`src/hw/rtl/wtwm_pkg.sv`:
```
// ----------------------------------------------------------------------------
// wtwm_pkg
// Shared types, constants and helpers for the weekly time window matcher.
// ----------------------------------------------------------------------------
package wtwm_pkg;

   localparam int unsigned MIN_PER_HOUR = 60;
   localparam int unsigned HOUR_PER_DAY = 24;
   localparam int unsigned DAY_MINUTES  = HOUR_PER_DAY * MIN_PER_HOUR;
   localparam int unsigned WEEK_DAYS    = 7;
   localparam logic [7:0]  WDAY_ALL     = 8'h7F;
   localparam int unsigned TIME_W       = 13;   // signed, holds -1440..2879

   localparam logic KIND_LOAD  = 1'b0;
   localparam logic KIND_CHECK = 1'b1;

   typedef logic signed [TIME_W-1:0] time_type;

   // stored schedule entry, same layout as the load word
   typedef struct packed {
      logic [6:0] day_mask;
      logic [5:0] end_min;
      logic [4:0] end_hour;
      logic [5:0] start_min;
      logic [4:0] start_hour;
   } entry_type;

   typedef struct packed {
      logic        kind;
      logic [3:0]  range_first;
      logic [3:0]  range_end;
      logic [28:0] entry_word;
      logic [4:0]  now_hour;
      logic [5:0]  now_minute;
      logic [7:0]  weekday;
      logic        cmd_on;
      logic        cmd_enable;
      logic [4:0]  cmd_hour;
      logic [5:0]  cmd_minute;
   } req_item_type;

   typedef struct packed {
      logic       switch_on;
      logic       cmd_enable_next;
      logic       window_matched;
      logic [2:0] matched_index;
   } rsp_item_type;

   // controller -> datapath
   typedef struct packed {
      logic start_load;
      logic start_check;
      logic advance;
      logic capture;
   } ctl_cmd_type;

   // datapath -> controller
   typedef struct packed {
      logic live;   // scan pointer still inside range and table
      logic hit;    // entry under the pointer matches
   } dp_status_type;

   function automatic time_type hm_to_min(input logic [4:0] hour, input logic [5:0] minute);
      logic [TIME_W-1:0] t;
      t = TIME_W'(hour) * TIME_W'(MIN_PER_HOUR) + TIME_W'(minute);
      return $signed(t);
   endfunction

   // mod 7 by folding octal digits (8 == 1 mod 7)
   function automatic logic [2:0] mod7(input logic [7:0] v);
      logic [4:0] s1;
      logic [3:0] s2;
      s1 = 5'(v[2:0]) + 5'(v[5:3]) + 5'(v[7:6]);
      s2 = 4'(s1[2:0]) + 4'(s1[4:3]);
      return (s2 >= 4'(WEEK_DAYS)) ? 3'(s2 - 4'(WEEK_DAYS)) : s2[2:0];
   endfunction

   function automatic logic [4:0] hour_wrap(input logic [4:0] h);
      return (h >= 5'(HOUR_PER_DAY)) ? 5'(h - 5'(HOUR_PER_DAY)) : h;
   endfunction

   function automatic logic [5:0] min_wrap(input logic [5:0] m);
      return (m >= 6'(MIN_PER_HOUR)) ? 6'(m - 6'(MIN_PER_HOUR)) : m;
   endfunction

endpackage

```
`src/hw/rtl/wtwm_req_if.sv`:
```
// ----------------------------------------------------------------------------
// wtwm_req_if
// Request channel: load or check items, valid/ready handshake.
// ----------------------------------------------------------------------------
interface wtwm_req_if;
   logic        valid;
   logic        ready;
   logic        kind;
   logic [3:0]  range_first;
   logic [3:0]  range_end;
   logic [28:0] entry_word;
   logic [4:0]  now_hour;
   logic [5:0]  now_minute;
   logic [7:0]  weekday;
   logic        cmd_on;
   logic        cmd_enable;
   logic [4:0]  cmd_hour;
   logic [5:0]  cmd_minute;

   modport source (
      output valid, kind, range_first, range_end, entry_word, now_hour, now_minute,
             weekday, cmd_on, cmd_enable, cmd_hour, cmd_minute,
      input  ready
   );
   modport sink (
      input  valid, kind, range_first, range_end, entry_word, now_hour, now_minute,
             weekday, cmd_on, cmd_enable, cmd_hour, cmd_minute,
      output ready
   );
endinterface

```
`src/hw/rtl/wtwm_rsp_if.sv`:
```
// ----------------------------------------------------------------------------
// wtwm_rsp_if
// Response channel: one item per check, valid/ready handshake.
// ----------------------------------------------------------------------------
interface wtwm_rsp_if;
   logic       valid;
   logic       ready;
   logic       switch_on;
   logic       cmd_enable_next;
   logic       window_matched;
   logic [2:0] matched_index;

   modport source (
      output valid, switch_on, cmd_enable_next, window_matched, matched_index,
      input  ready
   );
   modport sink (
      input  valid, switch_on, cmd_enable_next, window_matched, matched_index,
      output ready
   );
endinterface

```
`src/hw/rtl/wtwm_ctrl.sv`:
```
// ----------------------------------------------------------------------------
// wtwm_ctrl
// Handshake and scan sequencer; owns the response valid flag.
// ----------------------------------------------------------------------------
module wtwm_ctrl
   import wtwm_pkg::*;
(
   input  logic          clock,
   input  logic          reset,
   input  logic          req_valid,
   input  logic          req_kind,
   output logic          req_ready,
   output logic          rsp_valid,
   input  logic          rsp_ready,
   input  dp_status_type status,
   output ctl_cmd_type   cmd
);

   localparam logic ST_IDLE = 1'b0;
   localparam logic ST_SCAN = 1'b1;

   logic state_ff, state_in;
   logic rsp_valid_ff, rsp_valid_in;
   logic req_fire;
   logic slot_free;
   logic finish;

   assign req_ready = (state_ff == ST_IDLE);
   assign req_fire  = req_valid & req_ready;
   assign slot_free = ~rsp_valid_ff | rsp_ready;
   assign finish    = status.hit | ~status.live;
   assign rsp_valid = rsp_valid_ff;

   always_comb begin
      state_in         = state_ff;
      cmd.start_load   = 1'b0;
      cmd.start_check  = 1'b0;
      cmd.advance      = 1'b0;
      cmd.capture      = 1'b0;
      case (state_ff)
         ST_IDLE: begin
            if (req_fire) begin
               if (req_kind == KIND_LOAD) begin
                  cmd.start_load = 1'b1;
               end else begin
                  cmd.start_check = 1'b1;
                  state_in        = ST_SCAN;
               end
            end
         end
         ST_SCAN: begin
            if (finish) begin
               // hold the pointer until the output slot frees up
               if (slot_free) begin
                  cmd.capture = 1'b1;
                  state_in    = ST_IDLE;
               end
            end else begin
               cmd.advance = 1'b1;
            end
         end
         default: state_in = ST_IDLE;
      endcase
      rsp_valid_in = cmd.capture | (rsp_valid_ff & ~rsp_ready);
   end

   always_ff @(posedge clock) begin
      if (reset) begin
         state_ff     <= ST_IDLE;
         rsp_valid_ff <= 1'b0;
      end else begin
         state_ff     <= state_in;
         rsp_valid_ff <= rsp_valid_in;
      end
   end

endmodule

```
`src/hw/rtl/wtwm_dpath.sv`:
```
// ----------------------------------------------------------------------------
// wtwm_dpath
// Schedule table, scan pointer, window test and result register.
// ----------------------------------------------------------------------------
module wtwm_dpath
   import wtwm_pkg::*;
#(
   parameter int unsigned ENTRIES = 8
) (
   input  logic          clock,
   input  logic          reset,
   input  ctl_cmd_type   cmd,
   input  req_item_type  req,
   output dp_status_type status,
   output rsp_item_type  rsp
);

   localparam int unsigned IDX_W = (ENTRIES > 1) ? $clog2(ENTRIES) : 1;
   localparam logic [5:0]  ENT_C = 6'(ENTRIES);

   // table: entries not yet written read as zero
   entry_type          tbl_ff [ENTRIES];
   logic [ENTRIES-1:0] tbl_vld_ff;
   entry_type          wr_entry_in;
   logic               wr_en;
   logic [IDX_W-1:0]   wr_idx;

   // per-check context
   logic [3:0]   scan_ff, scan_in;
   logic [3:0]   last_ff, last_in;
   time_type     now_ff, now_in;
   time_type     cmdt_ff, cmdt_in;
   logic [2:0]   pos0_ff, pos0_in;
   logic [2:0]   pos5_ff, pos5_in;
   logic [2:0]   pos6_ff, pos6_in;
   logic         con_ff, con_in;
   logic         cen_ff, cen_in;
   rsp_item_type rsp_ff, rsp_in;

   logic [7:0]       wday;
   logic [IDX_W-1:0] rd_idx;
   entry_type        cur;
   time_type         st, en, st_a, en_a;
   logic [2:0]       pos;
   logic             in_win, cmd_in_win;

   // ---- load path ----
   assign wr_en  = cmd.start_load & ({2'b00, req.range_first} < ENT_C);
   assign wr_idx = IDX_W'(req.range_first);

   always_comb begin
      wr_entry_in.start_hour = hour_wrap(req.entry_word[4:0]);
      wr_entry_in.start_min  = min_wrap(req.entry_word[10:5]);
      wr_entry_in.end_hour   = hour_wrap(req.entry_word[15:11]);
      wr_entry_in.end_min    = min_wrap(req.entry_word[21:16]);
      wr_entry_in.day_mask   = req.entry_word[28:22];
   end

   always_ff @(posedge clock) begin
      if (wr_en) begin
         tbl_ff[wr_idx] <= wr_entry_in;
      end
   end

   always_ff @(posedge clock) begin
      if (reset) begin
         tbl_vld_ff <= '0;
      end else if (wr_en) begin
         tbl_vld_ff[wr_idx] <= 1'b1;
      end
   end

   // ---- check context ----
   assign wday = ((req.weekday == 8'd0) || (req.weekday > WDAY_ALL)) ? WDAY_ALL : req.weekday;

   always_comb begin
      scan_in = scan_ff;
      last_in = last_ff;
      now_in  = now_ff;
      cmdt_in = cmdt_ff;
      pos0_in = pos0_ff;
      pos5_in = pos5_ff;
      pos6_in = pos6_ff;
      con_in  = con_ff;
      cen_in  = cen_ff;
      if (cmd.start_check) begin
         scan_in = req.range_first;
         last_in = req.range_end;
         now_in  = hm_to_min(req.now_hour, req.now_minute);
         cmdt_in = hm_to_min(req.cmd_hour, req.cmd_minute);
         pos0_in = mod7(wday);
         pos5_in = mod7(8'(wday + 8'd5));
         pos6_in = mod7(8'(wday + 8'd6));
         con_in  = req.cmd_on;
         cen_in  = req.cmd_enable;
      end else if (cmd.advance) begin
         scan_in = 4'(scan_ff + 4'd1);
      end
   end

   // ---- window test on the entry under the pointer ----
   assign status.live = (scan_ff < last_ff) && ({2'b00, scan_ff} < ENT_C);
   assign rd_idx      = IDX_W'(scan_ff);

   always_comb begin
      cur = status.live && tbl_vld_ff[rd_idx] ? tbl_ff[rd_idx] : '0;
      st  = hm_to_min(cur.start_hour, cur.start_min);
      en  = hm_to_min(cur.end_hour, cur.end_min);
      st_a = st;
      en_a = en;
      pos  = pos0_ff;
      if (en < st) begin
         if (now_ff < en) begin
            st_a = st - TIME_W'(DAY_MINUTES);
            pos  = pos5_ff;
         end else begin
            en_a = en + TIME_W'(DAY_MINUTES);
            pos  = pos6_ff;
         end
      end
      in_win     = (st_a <= now_ff) && (now_ff < en_a);
      cmd_in_win = (st_a <= cmdt_ff) && (cmdt_ff < en_a);
   end

   assign status.hit = status.live & cur.day_mask[pos] & in_win;

   // ---- result and remote override ----
   always_comb begin
      rsp_in = rsp_ff;
      if (cmd.capture) begin
         if (status.hit) begin
            rsp_in.switch_on       = ~(~con_ff & cen_ff & cmd_in_win);
            rsp_in.cmd_enable_next = ~con_ff & cen_ff;
            rsp_in.window_matched  = 1'b1;
            rsp_in.matched_index   = scan_ff[2:0];
         end else begin
            rsp_in.switch_on       = con_ff & cen_ff;
            rsp_in.cmd_enable_next = con_ff & cen_ff;
            rsp_in.window_matched  = 1'b0;
            rsp_in.matched_index   = 3'd0;
         end
      end
   end

   always_ff @(posedge clock) begin
      scan_ff <= scan_in;
      last_ff <= last_in;
      now_ff  <= now_in;
      cmdt_ff <= cmdt_in;
      pos0_ff <= pos0_in;
      pos5_ff <= pos5_in;
      pos6_ff <= pos6_in;
      con_ff  <= con_in;
      cen_ff  <= cen_in;
      rsp_ff  <= rsp_in;
   end

   assign rsp = rsp_ff;

endmodule

```
`src/hw/rtl/weekly_time_window_matcher.sv`:
```
// Loads: a load is written at its accept edge and visible on the next cycle.
// A check scans its range one entry per cycle until the first hit or the end of the range
// or table, then waits for the output register to be free before registering its result.
// Throughput: one load per cycle while no check is in progress; no new item is taken
// until a check has captured its result, as the single window comparator does the scan.
// Reset (synchronous, active high) empties the table and drops any pending result.
// ----------------------------------------------------------------------------
// weekly_time_window_matcher
// Weekly programmable time switch: schedule table plus remote override.
// ----------------------------------------------------------------------------
module weekly_time_window_matcher
   import wtwm_pkg::*;
#(
   parameter int unsigned ENTRIES = 8   // schedule table depth, 1..8 (3-bit matched_index)
) (
   input logic        clock,
   input logic        reset,
   wtwm_req_if.sink   req_ch,
   wtwm_rsp_if.source rsp_ch
);

   ctl_cmd_type   cmd;
   dp_status_type status;
   req_item_type  req_item;
   rsp_item_type  rsp_item;

   // gather request payload into one bundle for the datapath
   always_comb begin
      req_item.kind        = req_ch.kind;
      req_item.range_first = req_ch.range_first;
      req_item.range_end   = req_ch.range_end;
      req_item.entry_word  = req_ch.entry_word;
      req_item.now_hour    = req_ch.now_hour;
      req_item.now_minute  = req_ch.now_minute;
      req_item.weekday     = req_ch.weekday;
      req_item.cmd_on      = req_ch.cmd_on;
      req_item.cmd_enable  = req_ch.cmd_enable;
      req_item.cmd_hour    = req_ch.cmd_hour;
      req_item.cmd_minute  = req_ch.cmd_minute;
   end

   // sequencer: idle accepts items; scan steps the pointer until a hit or
   // the range runs out, then parks until the output register is free
   wtwm_ctrl u_ctrl (
      .clock     (clock),
      .reset     (reset),
      .req_valid (req_ch.valid),
      .req_kind  (req_ch.kind),
      .req_ready (req_ch.ready),
      .rsp_valid (rsp_ch.valid),
      .rsp_ready (rsp_ch.ready),
      .status    (status),
      .cmd       (cmd)
   );

   // table, window comparator and result register
   wtwm_dpath #(
      .ENTRIES (ENTRIES)
   ) u_dpath (
      .clock  (clock),
      .reset  (reset),
      .cmd    (cmd),
      .req    (req_item),
      .status (status),
      .rsp    (rsp_item)
   );

   assign rsp_ch.switch_on       = rsp_item.switch_on;
   assign rsp_ch.cmd_enable_next = rsp_item.cmd_enable_next;
   assign rsp_ch.window_matched  = rsp_item.window_matched;
   assign rsp_ch.matched_index   = rsp_item.matched_index;

endmodule

```
`src/flat_wrapper.sv`:
```
// flat-port wrapper written by rule: the top's interface ports become plain ports
module weekly_time_window_matcher_flat import wtwm_pkg::*;
#(
   parameter int unsigned ENTRIES = 8                                                      
)
  (clock, reset, req_ch_valid, req_ch_kind, req_ch_range_first, req_ch_range_end, req_ch_entry_word, req_ch_now_hour, req_ch_now_minute, req_ch_weekday, req_ch_cmd_on, req_ch_cmd_enable, req_ch_cmd_hour, req_ch_cmd_minute, req_ch_ready, rsp_ch_valid, rsp_ch_switch_on, rsp_ch_cmd_enable_next, rsp_ch_window_matched, rsp_ch_matched_index, rsp_ch_ready);
  wtwm_req_if req_ch_i ();
  wtwm_rsp_if rsp_ch_i ();
  input logic clock;
  input logic reset;
  input wire logic [$bits(req_ch_i.valid)-1:0] req_ch_valid;
  input wire logic [$bits(req_ch_i.kind)-1:0] req_ch_kind;
  input wire logic [$bits(req_ch_i.range_first)-1:0] req_ch_range_first;
  input wire logic [$bits(req_ch_i.range_end)-1:0] req_ch_range_end;
  input wire logic [$bits(req_ch_i.entry_word)-1:0] req_ch_entry_word;
  input wire logic [$bits(req_ch_i.now_hour)-1:0] req_ch_now_hour;
  input wire logic [$bits(req_ch_i.now_minute)-1:0] req_ch_now_minute;
  input wire logic [$bits(req_ch_i.weekday)-1:0] req_ch_weekday;
  input wire logic [$bits(req_ch_i.cmd_on)-1:0] req_ch_cmd_on;
  input wire logic [$bits(req_ch_i.cmd_enable)-1:0] req_ch_cmd_enable;
  input wire logic [$bits(req_ch_i.cmd_hour)-1:0] req_ch_cmd_hour;
  input wire logic [$bits(req_ch_i.cmd_minute)-1:0] req_ch_cmd_minute;
  output wire logic [$bits(req_ch_i.ready)-1:0] req_ch_ready;
  output wire logic [$bits(rsp_ch_i.valid)-1:0] rsp_ch_valid;
  output wire logic [$bits(rsp_ch_i.switch_on)-1:0] rsp_ch_switch_on;
  output wire logic [$bits(rsp_ch_i.cmd_enable_next)-1:0] rsp_ch_cmd_enable_next;
  output wire logic [$bits(rsp_ch_i.window_matched)-1:0] rsp_ch_window_matched;
  output wire logic [$bits(rsp_ch_i.matched_index)-1:0] rsp_ch_matched_index;
  input wire logic [$bits(rsp_ch_i.ready)-1:0] rsp_ch_ready;
  assign req_ch_i.valid = req_ch_valid;
  assign req_ch_i.kind = req_ch_kind;
  assign req_ch_i.range_first = req_ch_range_first;
  assign req_ch_i.range_end = req_ch_range_end;
  assign req_ch_i.entry_word = req_ch_entry_word;
  assign req_ch_i.now_hour = req_ch_now_hour;
  assign req_ch_i.now_minute = req_ch_now_minute;
  assign req_ch_i.weekday = req_ch_weekday;
  assign req_ch_i.cmd_on = req_ch_cmd_on;
  assign req_ch_i.cmd_enable = req_ch_cmd_enable;
  assign req_ch_i.cmd_hour = req_ch_cmd_hour;
  assign req_ch_i.cmd_minute = req_ch_cmd_minute;
  assign req_ch_ready = req_ch_i.ready;
  assign rsp_ch_valid = rsp_ch_i.valid;
  assign rsp_ch_switch_on = rsp_ch_i.switch_on;
  assign rsp_ch_cmd_enable_next = rsp_ch_i.cmd_enable_next;
  assign rsp_ch_window_matched = rsp_ch_i.window_matched;
  assign rsp_ch_matched_index = rsp_ch_i.matched_index;
  assign rsp_ch_i.ready = rsp_ch_ready;
  weekly_time_window_matcher #(.ENTRIES(ENTRIES)) u_core (.clock(clock), .reset(reset), .req_ch(req_ch_i), .rsp_ch(rsp_ch_i));
endmodule
```
`config.mk`:
```
export PLATFORM = sky130hd
export DESIGN_NAME = weekly_time_window_matcher_flat
export DESIGN_NICKNAME = d
export VERILOG_FILES = /design/src/hw/rtl/wtwm_pkg.sv /design/src/hw/rtl/wtwm_req_if.sv /design/src/hw/rtl/wtwm_rsp_if.sv /design/src/hw/rtl/wtwm_ctrl.sv /design/src/hw/rtl/wtwm_dpath.sv /design/src/hw/rtl/weekly_time_window_matcher.sv /design/src/flat_wrapper.sv
export SDC_FILE = /design/constraint.sdc
export NUM_CORES = 1
export LEC_CHECK = 0
export BUFFER_PORTS_ARGS = -buffer_cell sky130_fd_sc_hd__buf_2
export CORE_MARGIN = 3
export CORE_UTILIZATION = 62
export DETAILED_ROUTE_END_ITERATION = 6
export PLACE_DENSITY_LB_ADDON = 0.1
export SYNTH_ARGS = -nofsm -noshare
export SYNTH_HDL_FRONTEND = slang
export SYNTH_SLANG_ARGS = --single-unit
```
`constraint.sdc`:
```
create_clock -name clock -period 11.95 [get_ports clock]
set_clock_uncertainty 0.1 [all_clocks]
set_input_delay 0.5975 -clock clock [delete_from_list [all_inputs] [get_ports clock]]
set_output_delay 0.5975 -clock clock [all_outputs]
set_load 0.005 [all_outputs]
```
**Word-level counts from Yosys, hierarchy flattened**

Memories as Yosys holds them, arrays and structs flattened. A register that Yosys moved wholly into a read port is not among the register bits.
Index checks and enable logic that the tools add are counted.

- Register bits after elaboration: 61
- Bits in writable memories: 232
- Bits of input ports: 74
- Output and inout port bits: 8
- Word-level logic and storage cells: 132
- Memories: 1

Memory list:

| memory | words | bits a word | read ports | clocked after memory_dff | write ports | line | RTL |
|---|---|---|---|---|---|---|---|
| u_core.u_dpath.tbl_ff | 8 | 29 | 1 | 1 | 1 | wtwm_dpath.sv:22 | `entry_type tbl_ff [ENTRIES];` |

- Add/sub/neg operators: 25
- $mul: 4
- Order comparisons: 21
- Multiplexer cells: 39
- Bitwise gates (word level): 18
- Reductions and logical operators: 8

Operator list:

| cell | count |
|---|---|
| 2-to-1 mux 13 bit | 4 |
| adder 11 x 6 -> 12 bit | 4 |
| < comparator 13 bit | 3 |
| multiplier 5 x 4 -> 9 bit, second input constant | 4 |
| 2-to-1 mux 29 bit | 1 |
| <= comparator 13 bit | 2 |
| 2-to-1 mux 3 bit | 6 |
| 2-to-1 mux 6 bit | 3 |
| adder 8 x 3 -> 8 bit, second input constant | 2 |
| adder 4 x 2 -> 5 bit | 3 |
| adder 12 x 11 -> 13 bit, second input constant | 1 |
| 2-to-1 mux 1 bit | 13 |
| subtractor 12 x 11 -> 13 bit, second input constant | 1 |
| adder 3 x 2 -> 4 bit | 3 |
| adder 3 x 3 -> 4 bit | 3 |
| >= comparator 4 x 3 -> 1 bit, second input constant | 3 |
| >= comparator 6 bit, second input constant | 2 |
| < comparator 12 bit | 1 |
| < comparator 3 x 4 -> 1 bit, second input constant | 3 |
| subtractor 6 bit, second input constant | 2 |
| >= comparator 5 bit, second input constant | 2 |
| 2-to-1 mux 5 bit | 2 |
| subtractor 5 bit, second input constant | 2 |
| subtractor 3 bit, second input constant | 3 |
| 19 further kinds | 42 |

**Depth between registers and ports, before layout**

Gate-level depths: netlist (run 1).

- Word-level depth: 19
- Gate-level depth with buffers: 39

**Modules after synthesis**

From an unflattened synthesis (run 1), not the netlist that was laid out.

- Cells, all modules: 1240
- Area total of the unflattened synthesis: 16981.3 um2

Modules (own cells, without submodules):

| module | instances | cells an instance | area an instance (um2) | sequential area each (um2) |
|---|---|---|---|---|
| wtwm_dpath | 1 | 1227 | 16871.2 | 8658.3 |
| wtwm_ctrl | 1 | 13 | 110.1 | 40.0 |

**Worst setup path after synthesis (run 1)**

Ideal clock, no wire load.

- Path type: reg2reg
- Start: reg (tool-made name)
- End: reg u_core.u_dpath.rsp_ff (netlist bit u_core.u_dpath.rsp[0]), enable pin
- Setup time: 0.377 ns
- Arrival: 9.479 ns
- Required time: 11.473 ns
- Setup slack: 1.994 ns
- Cell stages (with the launch flop): 36
- Clock period less this slack: 9.956 ns
- Path through: dfxtp_1 > buf_2 > clkbuf_1 > buf_1 > buf_1 > mux4_2 > mux2i_1 > nor2_1 > fa_1 > fa_1 > inv_1 > fa_1 > inv_1 > ha_1 > nor2b_1 > o2111a_1 > xnor2_1 > ha_1 > a21o_1 > a21o_1 > a21oi_1 > o21ai_0 > o22ai_4 > buf_2 > nand3_1 > or3_1 > xnor2_1 > ha_1 > o21a_1 > o21a_1 > o21ai_0 > a21o_1 > o211ai_1 > a211oi_4 > a21oi_1 > nor3_1

RTL lines:

| element | line | RTL |
|---|---|---|
| to (signal assigned) | wtwm_dpath.sv:155 | `rsp_ff <= rsp_in;` |
| to (decl) | wtwm_dpath.sv:38 | `rsp_item_type rsp_ff, rsp_in;` |

==> metrics.csv, run 1 <==
metric;value;unit
initial_utilization;0.641;
avgRoutedWirePerCell;20.2;um
htree_levels;1;
cts_root_buf;clkbuf_16;
hold_class;in -> reg;
die-area;29400;sq um
area_growth;10.9;%
num-fill-cells;1791;
synth_most_common_cell;edfxtp_1;
cts.sinks;294;
cp-start-kind;flip-flop;
grt_pass1_wl;55.0;mm
cts_setup_buffers;0;
syn_area;17000;sq um
ys_seq_elements;294;
total_power;3.26;mW
critical_path_required;12.03;ns
worstSetupPathType;reg -> reg;
cp_max_fo;19;
timing.critical_path.slowest_stage_cell;nor3_1;
wirelength;34.3;mm
ys.warnings.count;0;
tns;0;ns
fin_area;18800;sq um
syn_avg_cell_area;13.8;sq um
hold_violations;0;
setup-violations-final;0;
synth_commonest_cells;281 x edfxtp_1, 156 x ha_1, 126 x inv_1;
power.leakage;7.51;nW
ys_types;72;
clk_pin_slew;0.07;ns
slew_viol_final;0;
via_per_inst;5.96;
fin_crit_sh;0.898;
peakVddDrop;0.000133;V
grt_start_max_net_pins;47;
insertedDiodeCount;0;
cts_hold_buf;0;
rows;59;
multiInputGateArea;7750;sq um
rsz0062_at_grt;no;
grt_overflow;0;
die_w;172;um
post-route-drc-count;0;
die_y;172;um
drv_cap;0;
drt_iter0_drc;726;
fin_nets;1613;
vias;10101;
final-seq-area;8700;sq um
grt_usage;0.241;
crit_path_end_kind;flip-flop;
io_pins;82;
synth_area_leader_cell;edfxtp_1;
maxSlewHeadroom;0.211;
post_dp_cell_area;17900;sq um
portBuffers;81;
syn_nets;1508;
clk_path_buf_depth;3;
worst_pin_slew;1.18;ns
tritoncts;yes;
gp_congestion;0.866;
cellPowerDensity;173;nW/um^2
insertion_delay;0.56;ns
fmax;0.0932;GHz
grt_pass1_vias;10327;
ys_seq_area_frac;0.512;
core_area;26500;sq um
cts_resized;0;
critPathArrivalTime;10.81;ns
ant_nets;0;
status;finished clean;
synthFlopType;edfxtp_1;
numCtsBuffers;29;
cp_slowest_stage_delay;0.64;ns
antenna_found_initial;3;
fin_crit;10.73;ns
netlist.area_leader.share;0.497;
async_reset_ff_frac;0;
first_pass_iters;5;
synth_edf_count;281;
synth_area_leaders;edfxtp_1 50%, ha_1 11%, mux4_2 7.6%;
place_hpwl;24.1;mm
syn_inst;1234;
drive_above_1_share;0.184;
==> area by class of cell <==
class,instances,share of cell area
tap,335,0.0222
sequential,294,0.462
clock inverter,22,0.0123
multi-input combinational,790,0.411
inverter,130,0.0259
clock buffer,31,0.0389
timing repair buffer,94,0.0274
==> worst paths after layout <==
path / startpoint / end / slack, ns / cells after the start
worst max-delay path: u_core.u_dpath.scan_ff[2]$_DFFE_PP_ / u_core.u_dpath.rsp[3]$_DFFE_PP_ / 1.22 / 38
worst min-delay path: req_ch_now_minute[1] / u_core.u_dpath.now_ff[1]$_DFFE_PP_ / 0.12 / 1
worst max register to register: u_core.u_dpath.scan_ff[2]$_DFFE_PP_ / u_core.u_dpath.rsp[3]$_DFFE_PP_ / 1.22 / 38
worst min register to register: u_core.u_dpath.tbl_vld_ff[4]$_SDFFE_PP0P_ / u_core.u_dpath.tbl_vld_ff[4]$_SDFFE_PP0P_ / 0.39 / 2
==> cell usage in the layout, fill, tap and decap left out, types with 6 or more instances in the layout <==
master     instances
o211ai_1           8
mux4_2            57
dfxtp_1           11
mux2i_1           14
and2_1             6
nor2_1            60
nand2b_1          10
nand4_1            7
buf_4             12
nor3_1             8
nor2b_1           22
o21a_1            20
inv_1            126
nand3_1           25
mux2_2            21
o21ai_0           27
a21o_1            28
or2_2              6
fa_1              44
xor2_1            25
a21oi_1           51
o21bai_1           6
buf_2             81
and3_1             7
nor2_2             6
clkinv_2           9
xnor2_1           53
ha_1             156
edfxtp_1         281
nor4_1             7
clkbuf_16         29
nand2_1           42
==> state kept, by name, summed over array words and instances, names as in the netlist, named ones only <==
name,count
u_core.u_dpath.tbl_ff,232
u_core.u_dpath.con_ff,1
u_core.u_dpath.cen_ff,1
u_core.u_dpath.scan_ff,4
u_core.u_dpath.pos5_ff,3
u_core.u_dpath.cmdt_ff,12
u_core.u_dpath.pos6_ff,3
u_core.u_dpath.pos0_ff,3
u_core.u_ctrl.state_ff,1
u_core.u_dpath.now_ff,12
u_core.u_dpath.last_ff,4
u_core.u_dpath.rsp,6
u_core.u_dpath.tbl_vld_ff,8
u_core.u_ctrl.rsp_valid,1
==> per-stage QoR <==
step                      setup WS (ns)  hold slack (ns)  instances   util
after floorplan                    1.99            0.335       1234      -
after global placement             1.69            0.353       1643  0.675
after detailed placement           1.33            0.365       1643  0.675
after CTS                          1.27            0.101       1696  0.711
after global routing              0.433            0.105       1696  0.711
final                              1.22            0.119       1696  0.711
==> where the power goes <==
group	total, mW	switching [mW]	internal [mW]	leakage [nW]
Sequential	1.23	0.0446	1.19	2.66
Combinational	1.11	0.615	0.494	4.38
Clock	0.920	0.388	0.533	0.472
Total	3.26	1.05	2.21	7.51
==> logic make-up (layout without fill, tap and decap cells) <==
family,count (synthesis),after routing,share of synthesized area
XOR/XNOR,78,78,0.0402
adder cells (fa/ha/maj),201,201,0.167
AO/OA/AOI/OAI,191,191,0.0789
flip-flops,294,294,0.512
multiplexers,97,97,0.104
other,1,1,0.000221
AND/OR/NAND/NOR,222,222,0.0643
buffers and inverters,150,277,0.0334
==> critical path, delay by kind of cell, from the launching register on <==
family | cells | cell delay, ns
compound gates | 16 | 3.49
fa+ha+maj | 7 | 2.73
simple gates | 7 | 2.20
buf+inv | 6 | 0.59
flops | 1 | 0.54
xor+xnor | 1 | 0.39
mux | 1 | 0.28
==> metal layers <==
metal / vias up / track usage / routed length, um
met5: - / 0 / 34
met4: 6 / 0.0500 / 707
met3: 54 / 0.0379 / 1750
met2: 263 / 0.401 / 16700
met1: 4978 / 0.343 / 15200
li1: 4800 / - / -
No activity file was read; power rests on OpenSTA's default activity.
==> run 2: changes to the inputs <==
CORE_UTILIZATION = 64   (was 62)
CTS_BUF_LIST = sky130_fd_sc_hd__clkbuf_4   (was not set)
==> run 2 against run 1 <==
Net effect: global-route usage is 0.80 points higher; critical path depth unchanged; combinational power barely moved; via count rose by 3.8%; wire length decreased by 0.20%; clock power is 15% lower; count of clock-buffer cells in the layout is 70 higher; final cell count is 4.8% higher; critical endpoint is now u_core.u_dpath.rsp[4]$_DFFE_PP_; largest cell class unchanged; highest routed layer unchanged.
==> metrics.csv, run 2 (synthesized netlist as in run 1, its figures left out) <==
metric;value;unit
status;finished clean;
hold_violations;0;
worstSetupPathType;reg -> reg;
post-route-drc-count;0;
critical_path_required;12.15;ns
mostFrequentLayoutCells;281 x edfxtp_1, 156 x ha_1, 126 x inv_1;
htree_levels;3;
tritoncts;yes;
drv_cap;0;
ant_nets;0;
first_pass_iters;7;
die-area;28500;sq um
largest-register;u_core.u_dpath.tbl_ff;
io_pins;82;
clk_path_buf_depth;3;
top_regs;u_core.u_dpath.tbl_ff x232, u_core.u_dpath.cmdt_ff x12, u_core.u_dpath.now_ff x12;
cp_slowest_stage_delay;0.59;ns
worst_pin_slew;1.16;ns
total_power;3.14;mW
die_w;169;um
vias;10485;
grt_start_max_net_pins;47;
initial_utilization;0.652;
fmax;0.0946;GHz
power.leakage;7.60;nW
hold_class;in -> reg;
gp_congestion;0.871;
setup-violations-final;0;
pre_cts_ws;1.55;ns
slew_viol_final;0;
wirelength;34.3;mm
grt_pass1_vias;10735;
area_growth;11.1;%
drive_above_1_share;0.216;
grt_usage;0.249;
multiInputGateArea;7780;sq um
cp-start-kind;flip-flop;
via_per_inst;5.90;
tns;0;ns
final-seq-area;8700;sq um
fin_nets;1669;
maxSlewHeadroom;0.227;
num-fill-cells;1760;
antenna_found_initial;2;
place_hpwl;24.1;mm
cts_root_buf;clkbuf_4;
core_area;26100;sq um
switching_share;0.337;
critPathArrivalTime;10.77;ns
pwr-share-seq;0.392;
insertion_delay;0.69;ns
crit_path_end_kind;flip-flop;
portBuffers;81;
power.switching;1.06;mW
numCtsBuffers;76;
timing.critical_path.slowest_stage_cell;nor3_1;
fin_crit;10.57;ns
rsz0062_at_grt;no;
avgRoutedWirePerCell;19.3;um
whs;0.0672;ns
drt_iter0_drc;755;
peakVddDrop;0.000113;V
clk_pin_slew;0.06;ns
fin_crit_sh;0.885;
internal_power;2.08;mW
largest_reg_flops;232;
die_y;169;um
final_common_cell;edfxtp_1;
grt_pass1_wl;55.4;mm
cp_max_fo;19;
combPwrFrac;0.358;
setup_slack;1.38;ns
cts.sinks;294;
rows;59;
grt_overflow;0;
clkPwrFrac;0.250;
cellPowerDensity;166;nW/um^2
## run 2: power groups by stage
| stage | clock network (mW) | logic, mW | registers [mW] |
|---|---|---|---|
| 5_1_grt | 0.871 | 1.26 | 1.23 |
| 4_1_cts | 0.809 | 1.12 | 1.23 |
| 6_report | 0.786 | 1.12 | 1.23 |
| 3_5_place_dp | 0 | 1.11 | 1.25 |
| 3_3_place_gp | 0 | 1.08 | 1.25 |
| 2_1_floorplan | 0 | 0.867 | 1.22 |
## run 2: cell type report
type,instances,area share
Multi-Input combinational cell,790,0.412
Tap cell,335,0.0222
Inverter,130,0.0259
Clock buffer,101,0.0402
Sequential cell,294,0.461
Timing Repair Buffer,103,0.0316
Clock inverter,24,0.00650
Antenna cell,1,0.000133
## run 2: final timing paths
check | from | to | slack, ns | cells past startpoint
worst min-delay path | req_ch_entry_word[24] | u_core.u_dpath.tbl_ff[4][24]$_DFFE_PP_ | 0.07 | 1
worst max-delay path | u_core.u_dpath.scan_ff[2]$_DFFE_PP_ | u_core.u_dpath.rsp[4]$_DFFE_PP_ | 1.38 | 38
worst min register to register | u_core.u_dpath.tbl_vld_ff[4]$_SDFFE_PP0P_ | u_core.u_dpath.tbl_vld_ff[4]$_SDFFE_PP0P_ | 0.38 | 2
worst max register to register | u_core.u_dpath.scan_ff[2]$_DFFE_PP_ | u_core.u_dpath.rsp[4]$_DFFE_PP_ | 1.38 | 38
## run 2: metal layers
| metal | global-route usage | up-vias | wire length, um |
|---|---|---|---|
| li1 | - | 4971 | - |
| met1 | 0.354 | 5153 | 14900 |
| met2 | 0.405 | 310 | 16800 |
| met3 | 0.0430 | 49 | 2100 |
| met4 | 0.0683 | 2 | 551 |
| met5 | 0 | - | 7 |
## run 2: critical path, delay by kind of cell, from the launching register on
family,cells,cell delay [ns]
buffers and inverters,6,0.60
adders and majority gates,7,2.76
AOI/OAI and AO/OA,16,3.45
xor gates and xnor gates,1,0.35
and+or+nand+nor,7,2.08
DFF,1,0.54
muxes,1,0.29
## run 2: repair_timing
item,4_1_cts,5_1_grt
gates resized for setup,0,0
hold buffers,10,0
endpoints found under the setup margin,0,0
endpoints found under the hold margin,10,0
buffers inserted,0,0
## run 2: through the flow
stage,area (sq um),utilization,std cells
after floorplan,17000,-,1234
after global placement,17900,0.687,1642
after detailed placement,17900,0.687,1642
after CTS,18900,0.724,1777
after global routing,18900,0.724,1778
final,18900,0.724,1778
==> run 3: changes to the inputs <==
SYNTH_HIERARCHICAL = 1   (was not set)
==> run 3 against run 2 <==
Net effect: global-route usage is 0.39 points lower; count of clock-buffer cells in the layout up 9; core utilization rose by 1.2 points; final area shrank 0.12%; final cell count grew 0.22%; largest power group unchanged.
==> metrics.csv, run 3 <==
metric;value;unit
post-route-drc-count;0;
vias;10431;
area_growth;11.0;%
total_power;2.60;mW
syn_avg_cell_area;13.7;sq um
fin_util;0.736;
hold_violations;0;
timing.critical_path.slowest_stage_cell;dfxtp_2;
setup-violations-final;0;
drt_iter0_drc;828;
place_hpwl;22.9;mm
fin_crit_sh;0.867;
critical_path_required;12.43;ns
synth_area_leader_cell;edfxtp_1;
largest_reg_flops;232;
cp_slowest_stage_delay;0.88;ns
fin_nets;1668;
ys.warnings.count;6;
htree_levels;3;
io_pins;82;
cts.sinks;294;
die_y;169;um
largest-register;u_core/u_dpath/tbl_ff;
tritoncts;yes;
antenna_found_initial;1;
grt_pass1_wl;55.2;mm
ys_types;71;
avgRoutedWirePerCell;18.9;um
syn_inst;1240;
ys_seq_elements;294;
r2r_cells;35;
cellPowerDensity;138;nW/um^2
clk_path_buf_depth;3;
drive_above_1_share;0.223;
gp_congestion;0.879;
synth_commonest_cells;281 x edfxtp_1, 154 x ha_1, 116 x inv_1;
cp-start-kind;flip-flop;
wirelength;33.7;mm
synthFlopType;edfxtp_1;
async_reset_ff_frac;0;
insertion_delay;0.70;ns
core_area;25600;sq um
worst-r2r-setup-slack;1.59;ns
cp_max_fo;32;
die_w;169;um
grt_usage;0.245;
ant_nets;0;
maxSlewHeadroom;0.429;
numCtsBuffers;75;
syn_area;17000;sq um
grt_overflow;0;
hold_class;in -> reg;
via_per_inst;5.85;
critPathArrivalTime;10.83;ns
rows;58;
syn_nets;1511;
synth_most_common_cell;edfxtp_1;
synth_edf_count;281;
final_common_cell;edfxtp_1;
power.leakage;7.69;nW
tns;0;ns
top_regs;u_core/u_dpath/tbl_ff x232, u_core/u_dpath/cmdt_ff x12, u_core/u_dpath/now_ff x12;
cts_resized;0;
synth_area_leaders;edfxtp_1 50%, ha_1 11%, mux4_2 7.7%;
initial_utilization;0.663;
cts_root_buf;clkbuf_4;
worstSetupPathType;reg -> reg;
peakVddDrop;0.0000955;V
ys_seq_area_frac;0.512;
crit_top_cell;inv_1;
worst_pin_slew;0.849;ns
grt_pass1_vias;10812;
rsz0062_at_grt;no;
first_pass_iters;5;
slew_viol_final;0;
fmax;0.0966;GHz
clk_pin_slew;0.06;ns
drv_cap;0;
die-area;28500;sq um
crit_path_end_kind;flip-flop;
status;finished clean;
fin_crit;10.36;ns
netlist.area_leader.share;0.497;
grt_start_max_net_pins;49;
portBuffers;81;
mostFrequentLayoutCells;281 x edfxtp_1, 154 x ha_1, 116 x inv_1;
[run 3: changes by cell type in the layout (fill, tap and decap cells not counted), moves of 6 or more]
cell,change
xor2_1,+7
mux2i_1,+10
nor2_2,+8
o21ai_0,+6
nor2_4,-6
nor2_1,+8
clkbuf_4,+9
o21a_1,-9
inv_1,-10
[run 3: repair_timing]
action / 4_1_cts / 5_1_grt
setup buffers: 0 / 0
hold buffers: 10 / 0
endpoints found under the hold margin: 10 / 0
[run 3: layout make-up]
type	count	area, sq um
Clock inverter	21	115
Sequential cell	294	8700
Tap cell	330	413
Fill cell	1703	6770
Antenna cell	1	2.50
Multi-Input combinational cell	805	7750
Inverter	117	439
Timing Repair Buffer	104	603
Clock buffer	110	826
[run 3: cells by family after synthesis]
kind of cell	share of synthesized area
AOI/OAI and AO/OA	0.0715
buffers and inverters	0.0329
DFF	0.512
other	0.000221
muxes	0.108
adders and majority gates	0.164
and+or+nand+nor	0.0693
xor gates and xnor gates	0.0413
[run 3: how the worst min path moves through the flow]
stage,start,to,depth (start not counted)
detailed placement,u_core/u_dpath/tbl_vld_ff[5]$_SDFFE_PP0P_,u_core/u_dpath/tbl_vld_ff[5]$_SDFFE_PP0P_,2
global placement,u_core/u_dpath/tbl_vld_ff[7]$_SDFFE_PP0P_,u_core/u_dpath/tbl_vld_ff[7]$_SDFFE_PP0P_,2
floorplan,u_core/u_dpath/tbl_vld_ff[0]$_SDFFE_PP0P_,u_core/u_dpath/tbl_vld_ff[0]$_SDFFE_PP0P_,2
global route,req_ch_entry_word[22],u_core/u_dpath/tbl_ff[1][22]$_DFFE_PP_,1
finish,req_ch_entry_word[2],u_core/u_dpath/tbl_ff[4][2]$_DFFE_PP_,1
CTS,req_ch_entry_word[27],u_core/u_dpath/tbl_ff[6][27]$_DFFE_PP_,1
[run 3: critical path, delay by kind of cell (launching register included)]
kind            cells  cell delay, ns
compound gates      6            0.84
fa+ha+maj           6            2.52
flops               1            0.88
simple gates       13            3.82
xor+xnor            2            0.53
buf+inv             5            0.80
mux                 3            0.70
[run 3: report_power, final]
part	switching [mW]	internal (mW)	total (mW)	leakage, nW
clock	0.404	0.428	0.832	0.553
sequential	0.0346	1.18	1.22	2.67
combinational	0.294	0.262	0.556	4.47
[run 3: routing by layer]
layer  vias to the layer above  global-route usage  routed length [um]
met5                         -                   0                   0
met4                         0              0.0751                 649
met1                      5131               0.342               15000
li1                       4974                   -                   -
met3                        51              0.0451                1800
met2                       275               0.398               16300
[run 3: stage by stage]
stage                     hold WS, ns  area [sq um]  setup WS (ns)  cells
after floorplan                 0.340         17000           1.77   1240
after global placement          0.351         17800           2.02   1640
after detailed placement        0.361         17800           1.71   1640
after CTS                      0.0163         18800           1.69   1781
after global routing           0.0351         18900          0.945   1782
final                          0.0708         18900           1.59   1782
